**config.mk**
```make
export PLATFORM = sky130hd
export DESIGN_NAME = wildcard_template_sniffer
export DESIGN_NICKNAME = d
export VERILOG_FILES = /design/src/design/wts_pkg.sv /design/src/design/wts_front.sv /design/src/design/wts_fifo.sv /design/src/design/wts_back.sv /design/src/design/wildcard_template_sniffer.sv
export SDC_FILE = /design/constraint.sdc
export NUM_CORES = 1
export LEC_CHECK = 0
export CORE_ASPECT_RATIO = 0.9
export CORE_MARGIN = 4
export CORE_UTILIZATION = 61
export DETAILED_ROUTE_END_ITERATION = 8
export DONT_BUFFER_PORTS = 1
export PLACE_DENSITY = 0.81
export SLEW_MARGIN = 20
export SYNTH_ARGS = -nofsm -noshare
export SYNTH_HDL_FRONTEND = slang
export SYNTH_SLANG_ARGS = --single-unit
```
**constraint.sdc**
```tcl
create_clock -name aclk -period 4 [get_ports aclk]
set_input_delay 0.2 -clock aclk [delete_from_list [all_inputs] [get_ports aclk]]
set_output_delay 0.2 -clock aclk [all_outputs]
set_load 0.005 [all_outputs]
```
**src/design/wts_pkg.sv**
```systemverilog
`timescale 1ns / 1ps
`default_nettype none

package wts_pkg;

    localparam int TEMPLATE_DEPTH_DEF = 64;
    localparam int RESULT_DEPTH_DEF   = 32;

    localparam int LEN_W   = 7;
    localparam int CAP_W   = 6;
    localparam int BYTE_W  = 8;
    localparam int INDEX_W = 6;
    localparam int MODE_W  = 2;
    localparam int CFG_W   = 7;

    localparam logic [MODE_W-1:0] MODE_BYTE  = 2'd0;
    localparam logic [MODE_W-1:0] MODE_REARM = 2'd1;
    localparam logic [MODE_W-1:0] MODE_WRITE = 2'd2;

    localparam logic CFG_LENGTH   = 1'b0;
    localparam logic CFG_CAPACITY = 1'b1;

    localparam logic [BYTE_W-1:0] ENT_SKIP_UNTIL = 8'hfc;
    localparam logic [BYTE_W-1:0] ENT_SKIP_ONE   = 8'hfd;
    localparam logic [BYTE_W-1:0] ENT_CAP_ONE    = 8'hfe;
    localparam logic [BYTE_W-1:0] ENT_CAP_UNTIL  = 8'hff;

    typedef enum logic [1:0] {
        OP_BYTE,
        OP_REARM,
        OP_WRITE,
        OP_NOP
    } op_t;

    typedef enum logic [2:0] {
        ACT_NONE,
        ACT_SKIP_UNTIL,
        ACT_SKIP_ONE,
        ACT_CAP_ONE,
        ACT_CAP_UNTIL
    } act_t;

    typedef enum logic [2:0] {
        ST_IDLE,
        ST_FETCH,
        ST_DECODE,
        ST_EXEC,
        ST_QUIET,
        ST_FIRE0,
        ST_EMIT_RD,
        ST_EMIT_WR
    } state_t;

    typedef struct packed {
        op_t                op;
        logic [BYTE_W-1:0]  data;
        logic [INDEX_W-1:0] index;
    } cmd_t;

endpackage

`default_nettype wire

```
**src/design/wts_front.sv**
```systemverilog
`timescale 1ns / 1ps
`default_nettype none

module wts_front #(
    parameter int TEMPLATE_DEPTH = wts_pkg::TEMPLATE_DEPTH_DEF
) (
    input  wire logic                         s_tvalid,
    output logic                              s_tready,
    input  wire logic [15:0]                  s_tdata,   // data_byte, template_index
    input  wire logic [wts_pkg::MODE_W-1:0]   s_tuser,   // mode
    output logic                              push_valid,
    input  wire logic                         push_ready,
    output wts_pkg::cmd_t                     push_cmd
);
    import wts_pkg::*;

    logic [INDEX_W-1:0] index;
    logic               index_ok;

    assign index    = s_tdata[BYTE_W +: INDEX_W];
    assign index_ok = 9'(index) < 9'(TEMPLATE_DEPTH);

    assign s_tready   = push_ready;
    assign push_valid = s_tvalid;

    always_comb begin
        push_cmd.data  = s_tdata[BYTE_W-1:0];
        push_cmd.index = index;
        unique case (s_tuser)
            MODE_BYTE:  push_cmd.op = OP_BYTE;
            MODE_REARM: push_cmd.op = OP_REARM;
            MODE_WRITE: push_cmd.op = index_ok ? OP_WRITE : OP_NOP;
            default:    push_cmd.op = OP_NOP;
        endcase
    end

endmodule

`default_nettype wire

```
**src/design/wts_fifo.sv**
```systemverilog
`timescale 1ns / 1ps
`default_nettype none

module wts_fifo (
    input  wire logic          aclk,
    input  wire logic          aresetn,
    input  wire logic          in_valid,
    output logic               in_ready,
    input  wire wts_pkg::cmd_t in_cmd,
    output logic               out_valid,
    input  wire logic          out_ready,
    output wts_pkg::cmd_t      out_cmd
);
    import wts_pkg::*;

    cmd_t       slot_reg [2];
    logic       wr_ptr_reg, wr_ptr_next;
    logic       rd_ptr_reg, rd_ptr_next;
    logic [1:0] count_reg, count_next;
    logic       push, pop;

    assign in_ready  = count_reg != 2'd2;
    assign out_valid = count_reg != 2'd0;
    assign out_cmd   = slot_reg[rd_ptr_reg];
    assign push      = in_valid && in_ready;
    assign pop       = out_valid && out_ready;

    always_comb begin
        wr_ptr_next = push ? ~wr_ptr_reg : wr_ptr_reg;
        rd_ptr_next = pop ? ~rd_ptr_reg : rd_ptr_reg;
        count_next  = count_reg + 2'(push) - 2'(pop);
    end

    always_ff @(posedge aclk) begin
        if (!aresetn) begin
            wr_ptr_reg <= 1'b0;
            rd_ptr_reg <= 1'b0;
            count_reg  <= 2'd0;
        end else begin
            wr_ptr_reg <= wr_ptr_next;
            rd_ptr_reg <= rd_ptr_next;
            count_reg  <= count_next;
        end
    end

    always_ff @(posedge aclk) begin
        if (push) begin
            slot_reg[wr_ptr_reg] <= in_cmd;
        end
    end

endmodule

`default_nettype wire

```
**src/design/wts_back.sv**
```systemverilog
`timescale 1ns / 1ps
`default_nettype none

module wts_back #(
    parameter int TEMPLATE_DEPTH = wts_pkg::TEMPLATE_DEPTH_DEF,
    parameter int RESULT_DEPTH   = wts_pkg::RESULT_DEPTH_DEF
) (
    input  wire logic                       aclk,
    input  wire logic                       aresetn,
    input  wire logic                       cmd_valid,
    output logic                            cmd_ready,
    input  wire wts_pkg::cmd_t              cmd,
    input  wire logic [wts_pkg::LEN_W-1:0]  len,
    input  wire logic [wts_pkg::CAP_W-1:0]  cap,
    output logic                            m_tvalid,
    input  wire logic                       m_tready,
    output logic [15:0]                     m_tdata,   // capture_count, capture_byte
    output logic [0:0]                      m_tuser,   // fired
    output logic                            m_tlast
);
    import wts_pkg::*;

    localparam int AW = $clog2(TEMPLATE_DEPTH);
    localparam int CW = (RESULT_DEPTH > 1) ? $clog2(RESULT_DEPTH) : 1;

    logic [BYTE_W-1:0] tmem [TEMPLATE_DEPTH];
    logic [BYTE_W-1:0] cmem [RESULT_DEPTH];

    state_t            state_reg, state_next;
    logic [LEN_W-1:0]  pos_reg, pos_next;
    act_t              pend_reg, pend_next;
    logic [BYTE_W-1:0] term_reg, term_next;
    logic              done_reg, done_next;
    logic [CAP_W-1:0]  total_reg, total_next;
    logic [CAP_W-1:0]  k_reg, k_next;
    logic [BYTE_W-1:0] byte_reg, byte_next;
    logic [BYTE_W-1:0] trd_reg;
    logic [BYTE_W-1:0] crd_reg;

    logic              m_tvalid_reg, m_tvalid_next;
    logic              fired_reg, fired_next;
    logic [CAP_W-1:0]  count_reg, count_next;
    logic [BYTE_W-1:0] cbyte_reg, cbyte_next;
    logic              last_reg, last_next;

    // EXEC results
    logic [LEN_W-1:0]  pos_x;
    act_t              pend_x;
    logic [BYTE_W-1:0] term_x;
    logic [CAP_W-1:0]  total_x;
    logic              cap_we;
    logic              fire_x;

    logic              out_free, out_load;
    logic              tmem_we;
    logic [6:0]        lim;
    logic              can_cap;
    logic              emit_last;
    logic              idle_skip;

    assign out_free  = !m_tvalid_reg || m_tready;
    assign cmd_ready = state_reg == ST_IDLE;
    assign lim       = ({1'b0, cap} < 7'(RESULT_DEPTH)) ? {1'b0, cap} : 7'(RESULT_DEPTH);
    assign can_cap   = {1'b0, total_reg} < lim;
    assign emit_last = (k_reg + 6'd1) == total_reg;
    assign idle_skip = done_reg || (pos_reg > len);

    // action on the current byte
    always_comb begin
        pos_x   = pos_reg;
        pend_x  = pend_reg;
        term_x  = term_reg;
        total_x = total_reg;
        cap_we  = 1'b0;
        case (pend_reg)
            ACT_CAP_UNTIL: begin
                if (byte_reg == term_reg) begin
                    pend_x = ACT_NONE;
                    term_x = '0;
                end else begin
                    cap_we = can_cap;
                end
            end
            ACT_CAP_ONE: begin
                cap_we = can_cap;
                pend_x = ACT_NONE;
                term_x = '0;
            end
            ACT_SKIP_ONE: begin
                pend_x = ACT_NONE;
                term_x = '0;
            end
            ACT_SKIP_UNTIL: begin
                if (byte_reg == term_reg) begin
                    pend_x = ACT_NONE;
                    term_x = '0;
                end
            end
            default: begin
                if (byte_reg != term_reg) begin
                    pos_x   = '0;
                    total_x = '0;
                end
            end
        endcase
        if (cap_we) begin
            total_x = total_reg + 6'd1;
        end
        fire_x = (pos_x >= len) && (pend_x == ACT_NONE);
    end

    always_comb begin
        state_next = state_reg;
        unique case (state_reg)
            ST_IDLE: begin
                if (cmd_valid) begin
                    if (cmd.op == OP_BYTE && !idle_skip) begin
                        state_next = (pend_reg != ACT_NONE) ? ST_EXEC : ST_FETCH;
                    end else begin
                        state_next = ST_QUIET;
                    end
                end
            end
            ST_FETCH:   state_next = (pos_reg < len) ? ST_DECODE : ST_QUIET;
            ST_DECODE: begin
                if (trd_reg == ENT_SKIP_UNTIL || trd_reg == ENT_CAP_UNTIL) begin
                    state_next = ST_FETCH;
                end else begin
                    state_next = ST_EXEC;
                end
            end
            ST_EXEC: begin
                if (!fire_x) begin
                    state_next = ST_QUIET;
                end else begin
                    state_next = (total_x == '0) ? ST_FIRE0 : ST_EMIT_RD;
                end
            end
            ST_QUIET:   state_next = out_free ? ST_IDLE : ST_QUIET;
            ST_FIRE0:   state_next = out_free ? ST_IDLE : ST_FIRE0;
            ST_EMIT_RD: state_next = ST_EMIT_WR;
            ST_EMIT_WR: begin
                if (out_free) begin
                    state_next = emit_last ? ST_IDLE : ST_EMIT_RD;
                end
            end
            default:    state_next = ST_IDLE;
        endcase
    end

    always_comb begin
        pos_next      = pos_reg;
        pend_next     = pend_reg;
        term_next     = term_reg;
        done_next     = done_reg;
        total_next    = total_reg;
        k_next        = k_reg;
        byte_next     = byte_reg;
        tmem_we       = 1'b0;
        out_load      = 1'b0;
        fired_next    = fired_reg;
        count_next    = count_reg;
        cbyte_next    = cbyte_reg;
        last_next     = last_reg;
        unique case (state_reg)
            ST_IDLE: begin
                if (cmd_valid) begin
                    byte_next = cmd.data;
                    if (cmd.op == OP_REARM) begin
                        pos_next   = '0;
                        pend_next  = ACT_NONE;
                        term_next  = '0;
                        done_next  = 1'b0;
                        total_next = '0;
                    end
                    tmem_we = cmd.op == OP_WRITE;
                end
            end
            ST_DECODE: begin
                pos_next = pos_reg + 7'd1;
                unique case (trd_reg)
                    ENT_SKIP_UNTIL: begin
                        pend_next = ACT_SKIP_UNTIL;
                        term_next = '0;
                    end
                    ENT_CAP_UNTIL: begin
                        pend_next = ACT_CAP_UNTIL;
                        term_next = '0;
                    end
                    ENT_SKIP_ONE: begin
                        pend_next = ACT_SKIP_ONE;
                        term_next = '0;
                    end
                    ENT_CAP_ONE: begin
                        pend_next = ACT_CAP_ONE;
                        term_next = '0;
                    end
                    default: term_next = trd_reg;
                endcase
            end
            ST_EXEC: begin
                pos_next   = pos_x;
                pend_next  = pend_x;
                term_next  = term_x;
                total_next = total_x;
                k_next     = '0;
                if (fire_x) begin
                    done_next = 1'b1;
                end
            end
            ST_QUIET, ST_FIRE0: begin
                if (out_free) begin
                    out_load   = 1'b1;
                    fired_next = state_reg == ST_FIRE0;
                    count_next = '0;
                    cbyte_next = '0;
                    last_next  = 1'b1;
                end
            end
            ST_EMIT_WR: begin
                if (out_free) begin
                    out_load   = 1'b1;
                    fired_next = 1'b1;
                    count_next = total_reg;
                    cbyte_next = crd_reg;
                    last_next  = emit_last;
                    k_next     = k_reg + 6'd1;
                end
            end
            default: begin
            end
        endcase
        if (out_load) begin
            m_tvalid_next = 1'b1;
        end else begin
            m_tvalid_next = m_tvalid_reg && !m_tready;
        end
    end

    always_ff @(posedge aclk) begin
        if (!aresetn) begin
            state_reg    <= ST_IDLE;
            pos_reg      <= '0;
            pend_reg     <= ACT_NONE;
            term_reg     <= '0;
            done_reg     <= 1'b0;
            total_reg    <= '0;
            k_reg        <= '0;
            m_tvalid_reg <= 1'b0;
        end else begin
            state_reg    <= state_next;
            pos_reg      <= pos_next;
            pend_reg     <= pend_next;
            term_reg     <= term_next;
            done_reg     <= done_next;
            total_reg    <= total_next;
            k_reg        <= k_next;
            m_tvalid_reg <= m_tvalid_next;
        end
    end

    always_ff @(posedge aclk) begin
        byte_reg  <= byte_next;
        fired_reg <= fired_next;
        count_reg <= count_next;
        cbyte_reg <= cbyte_next;
        last_reg  <= last_next;
    end

    always_ff @(posedge aclk) begin
        if (tmem_we) begin
            tmem[AW'(cmd.index)] <= cmd.data;
        end
        trd_reg <= tmem[AW'(pos_reg)];
    end

    always_ff @(posedge aclk) begin
        if (state_reg == ST_EXEC && cap_we) begin
            cmem[CW'(total_reg)] <= byte_reg;
        end
        crd_reg <= cmem[CW'(k_reg)];
    end

    assign m_tvalid   = m_tvalid_reg;
    assign m_tdata    = {2'b00, cbyte_reg, count_reg};
    assign m_tuser[0] = fired_reg;
    assign m_tlast    = last_reg;

`ifndef ASSERT_OFF
    a_no_overwrite: assert property (@(posedge aclk) disable iff (!aresetn)
        out_load |-> (!m_tvalid_reg || m_tready))
        else $error("output word overwritten while stalled");

    a_fire_emits: assert property (@(posedge aclk) disable iff (!aresetn)
        $rose(done_reg) |-> (state_reg == ST_FIRE0 || state_reg == ST_EMIT_RD))
        else $error("match completed without emitting");

    a_decode_after_fetch: assert property (@(posedge aclk) disable iff (!aresetn)
        (state_reg == ST_DECODE) |-> ($past(state_reg) == ST_FETCH))
        else $error("template entry decoded without a fetch");

    a_emit_in_range: assert property (@(posedge aclk) disable iff (!aresetn)
        (state_reg == ST_EMIT_WR) |-> (k_reg < total_reg))
        else $error("capture index past captured total");
`endif

endmodule

`default_nettype wire

```
**src/design/wildcard_template_sniffer.sv**
```systemverilog
`timescale 1ns / 1ps
`default_nettype none

// Channel   Dir  Ports                 Contents (lowest bit up)
// s_        in   s_tdata / s_tuser     data_byte[7:0], template_index[13:8] / mode[1:0]
// m_        out  m_tdata / m_tuser     capture_count[5:0], capture_byte[13:6] / fired
// cfg_      in   cfg_wr_en/addr/data   0 template_length, 1 result_capacity
//
// Re-arm, template write: via a quiet state. Stream byte: fetch and decode states per
// template entry fetched from the template memory (one read port, registered).
// A match emits a word per captured byte (one if none), read from the capture memory.
// A 2-word command queue decouples input from the matcher; output has its own
// register. Synchronous active-low reset; both memories are not cleared.

module wildcard_template_sniffer #(
    parameter int TEMPLATE_DEPTH = wts_pkg::TEMPLATE_DEPTH_DEF,
    parameter int RESULT_DEPTH   = wts_pkg::RESULT_DEPTH_DEF
) (
    input  wire logic                       aclk,
    input  wire logic                       aresetn,
    input  wire logic                       s_tvalid,
    output logic                            s_tready,
    input  wire logic [15:0]                s_tdata,   // data_byte, template_index
    input  wire logic [wts_pkg::MODE_W-1:0] s_tuser,   // mode
    output logic                            m_tvalid,
    input  wire logic                       m_tready,
    output logic [15:0]                     m_tdata,   // capture_count, capture_byte
    output logic [0:0]                      m_tuser,   // fired
    output logic                            m_tlast,
    input  wire logic                       cfg_wr_en,
    input  wire logic                       cfg_addr,
    input  wire logic [wts_pkg::CFG_W-1:0]  cfg_wr_data
);
    import wts_pkg::*;

    logic [LEN_W-1:0] len_reg, len_next;
    logic [CAP_W-1:0] cap_reg, cap_next;

    logic push_valid, push_ready;
    cmd_t push_cmd;
    logic cmd_valid, cmd_ready;
    cmd_t cmd;

    always_comb begin
        len_next = len_reg;
        cap_next = cap_reg;
        if (cfg_wr_en) begin
            unique case (cfg_addr)
                CFG_LENGTH: begin
                    if ({1'b0, cfg_wr_data} > 8'(TEMPLATE_DEPTH)) begin
                        len_next = LEN_W'(TEMPLATE_DEPTH);
                    end else begin
                        len_next = cfg_wr_data;
                    end
                end
                CFG_CAPACITY: cap_next = cfg_wr_data[CAP_W-1:0];
                default: begin
                end
            endcase
        end
    end

    always_ff @(posedge aclk) begin
        if (!aresetn) begin
            len_reg <= '0;
            cap_reg <= 6'd32;
        end else begin
            len_reg <= len_next;
            cap_reg <= cap_next;
        end
    end

    wts_front #(
        .TEMPLATE_DEPTH(TEMPLATE_DEPTH)
    ) u_front (
        .s_tvalid  (s_tvalid),
        .s_tready  (s_tready),
        .s_tdata   (s_tdata),
        .s_tuser   (s_tuser),
        .push_valid(push_valid),
        .push_ready(push_ready),
        .push_cmd  (push_cmd)
    );

    wts_fifo u_fifo (
        .aclk     (aclk),
        .aresetn  (aresetn),
        .in_valid (push_valid),
        .in_ready (push_ready),
        .in_cmd   (push_cmd),
        .out_valid(cmd_valid),
        .out_ready(cmd_ready),
        .out_cmd  (cmd)
    );

    wts_back #(
        .TEMPLATE_DEPTH(TEMPLATE_DEPTH),
        .RESULT_DEPTH  (RESULT_DEPTH)
    ) u_back (
        .aclk     (aclk),
        .aresetn  (aresetn),
        .cmd_valid(cmd_valid),
        .cmd_ready(cmd_ready),
        .cmd      (cmd),
        .len      (len_reg),
        .cap      (cap_reg),
        .m_tvalid (m_tvalid),
        .m_tready (m_tready),
        .m_tdata  (m_tdata),
        .m_tuser  (m_tuser),
        .m_tlast  (m_tlast)
    );

endmodule

`default_nettype wire
```
==> results.toml <==
[run_status]
status = "finished, final reports clean"

[timing]
fin_crit_ns = 3.41
tightest_slew_ns = 0.914
drv_slew = 0
hold_viol = 0
relSlewSlack_pct = 38.8
setup_viol = 0
clock_skew_ns = 0.0209
hold_slack_ns = 0.0918
setup-tns-final_ns = 0
finalCritPeriodShare_pct = 85.3
fmax_mhz = 293
rsz0062_at_grt = "false"

[global_route]
grt_pass1_vias = 19097
grt_pass1_wl_um = 126000
grt_remaining_overflow = 0
track_usage_pct = 27.7
antenna_found_initial = 1
grt_max_degree = 66

[clocking]
htree_levels = 3
cts_sinks = 893
cts_resized = 0
clk_latency_ns = 0.64
clock_path_buffers = 3
numCtsBuffers = 81
post_cts_buffers = 0
cts_tree = "built"
path_clk_slew_ns = 0.06
cts-root-buf = "clkbuf_16"

[power_and_ir_drop]
p_leak_nw = 12.1
p_per_area_nw_per_um2 = 555
ir_drop_mv = 0.644

[route]
drc_errors = 0
wl_per_cell_um = 30.6
vias = 18416
finalWirelength_um = 82900
drtIter0Drc = 2353
avgViaCountPerCell = 6.80
dr.pass1.iters = 7
antenna_left = 0

[synth]
yosys_warnings = 0
synth_area_leader_cell = "edfxtp_1"
yosys.area.top_type_share_pct = 69.9
synth_seq_area_share_pct = 73.8
synth_edf_count = 824
ys.flop_type = "edfxtp_1"
synth.avg_cell_area_um2 = 19.7
netlist_top_cells_area = "edfxtp_1, mux4_2, dfxtp_1"
yosysMostFrequentCell = "edfxtp_1"
synthesis.instances = 1797
synth_cell_type_count = 67
synth_common_cells = "edfxtp_1, mux4_2, nor2_1"
synth_seq_cells = 893
synth-async-reset-ratio_pct = 0
netlist_area_um2 = 35400

[layout]
drive_gt1_share_pct = 23.1
seq_area_um2 = 26100
layout.nets = 1943
fillCellCount = 3252
area_growth_pct = 11.5
largest_reg_flops = 512
antenna_cells = 0
multi_input_area_um2 = 8840
post-route-util_pct = 69.0
finalNonFillerCells = 2710

[place]
hpwl_um = 47400
io_buffers = 0
dp.cells = 2522
gp_congestion = 0.828

[worst_hold_path]
hp-class = "input pin to flop"
whs_path_depth = 3

[worst_setup_path]
path_max_fanout = 8
cp-end-kind = "flop"
critPathArrivalTime_ns = 3.67
path_class = "flop to flop"
startpoint_type = "flop"
critPathRequiredTime_ns = 4.26
reg2reg_depth = 9

[floorplan]
die_width_um = 262
io_pins = 51
start_util_pct = 61.9
placeableCoreArea_um2 = 57200
row_count = 83
die_area_um2 = 62000
die_h_um = 237

[run]
maxCapViolations = 0
cell type report:
type / count / share of cell area [%]
Clock inverter: 47 / 1.08
Inverter: 22 / 0.209
Multi-Input combinational cell: 794 / 22.4
Tap cell: 765 / 2.42
Sequential cell: 893 / 66.2
Clock buffer: 96 / 5.41
Timing Repair Buffer: 93 / 2.27
layer usage:
metal	share of wire, %	wire length (µm)	GRT usage (%)
met5	0.016	13	0
met4	4.3	3530	10.8
met1	36	29800	37.6
met2	51	42400	45.8
met3	8.6	7130	4.57
logic make-up (layout without fill, tap and decap cells):
family / Yosys count / after routing / synth area share [%]
mux: 276 / 276 / 16.4
simple gates: 348 / 348 / 4.70
xor+xnor: 22 / 22 / 0.544
buf+inv: 111 / 258 / 1.29
other cells: 1 / 2 / 0.0106
fa+ha+maj: 27 / 27 / 0.954
flops: 893 / 893 / 73.8
compound gates: 119 / 119 / 2.38
critical path, cell delays in order, from the launching register on:
cell	delay [ns]
dfxtp_1	0.33
inv_1	0.14
nand2_1	0.08
ha_1	0.19
or4b_1	0.47
a21oi_1	0.20
o21ai_2	0.13
nor3_2	0.34
nand2_1	0.40
nor2_1	0.77
repair_timing:
item	4_1_cts	5_1_grt
hold buffers	45	0
setup endpoints to repair	0	0
hold endpoints to repair	85	0
per-stage QoR:
| step | setup slack [ns] | instance area, µm² | power (mW) |
|---|---|---|---|
| floorplan | 0.991 | 35400 | 13.3 |
| detailed placement | 0.652 | 36500 | 14.4 |
| CTS | 0.611 | 39500 | 21.9 |
| global placement | 0.790 | 36500 | 14.2 |
| finish | 0.588 | 39500 | 21.9 |
| global route | 0.312 | 39500 | 22.6 |
layout by cell type, fill, tap and decap left out, types with 5 or more instances in the layout:
master,instances
a21boi_0,17
o21ai_0,23
nand3b_1,10
mux2i_1,11
edfxtp_1,824
nand2b_1,10
or2_2,5
inv_1,22
mux2_2,25
ha_1,27
clkbuf_16,83
clkinv_1,15
xnor2_1,7
xor2_1,15
dlygate4sd3_1,44
a22oi_1,11
nand2_1,90
dfxtp_1,64
clkinv_2,18
a21oi_1,19
nor3_1,19
bufinv_16,6
buf_12,7
and2_1,22
clkbuf_1,12
o32ai_1,6
nand3_1,19
nor2b_1,28
and3_1,7
nor2_1,117
mux4_2,240
buf_4,42
worst paths after layout:
path	start	endpoint	slack [ns]
setup / recovery	cap_reg[5]	u_back.cmem[29][7]	0.59
hold reg to reg	cap_reg[3]	cap_reg[3]	0.48
setup reg to reg	cap_reg[5]	u_back.cmem[29][7]	0.59
hold / removal	m_tready	u_back.state_reg[0]	0.09
power by group:
| group | switching, mW | internal, mW | leakage (nW) |
|---|---|---|---|
| clock network | 3.39 | 4.22 | 1.26 |
| logic | 1.94 | 0.999 | 2.84 |
| registers | 0.241 | 11.1 | 7.99 |
| total | 5.57 | 16.3 | 12.1 |
Note: power is estimated with default switching activity, not from simulation.
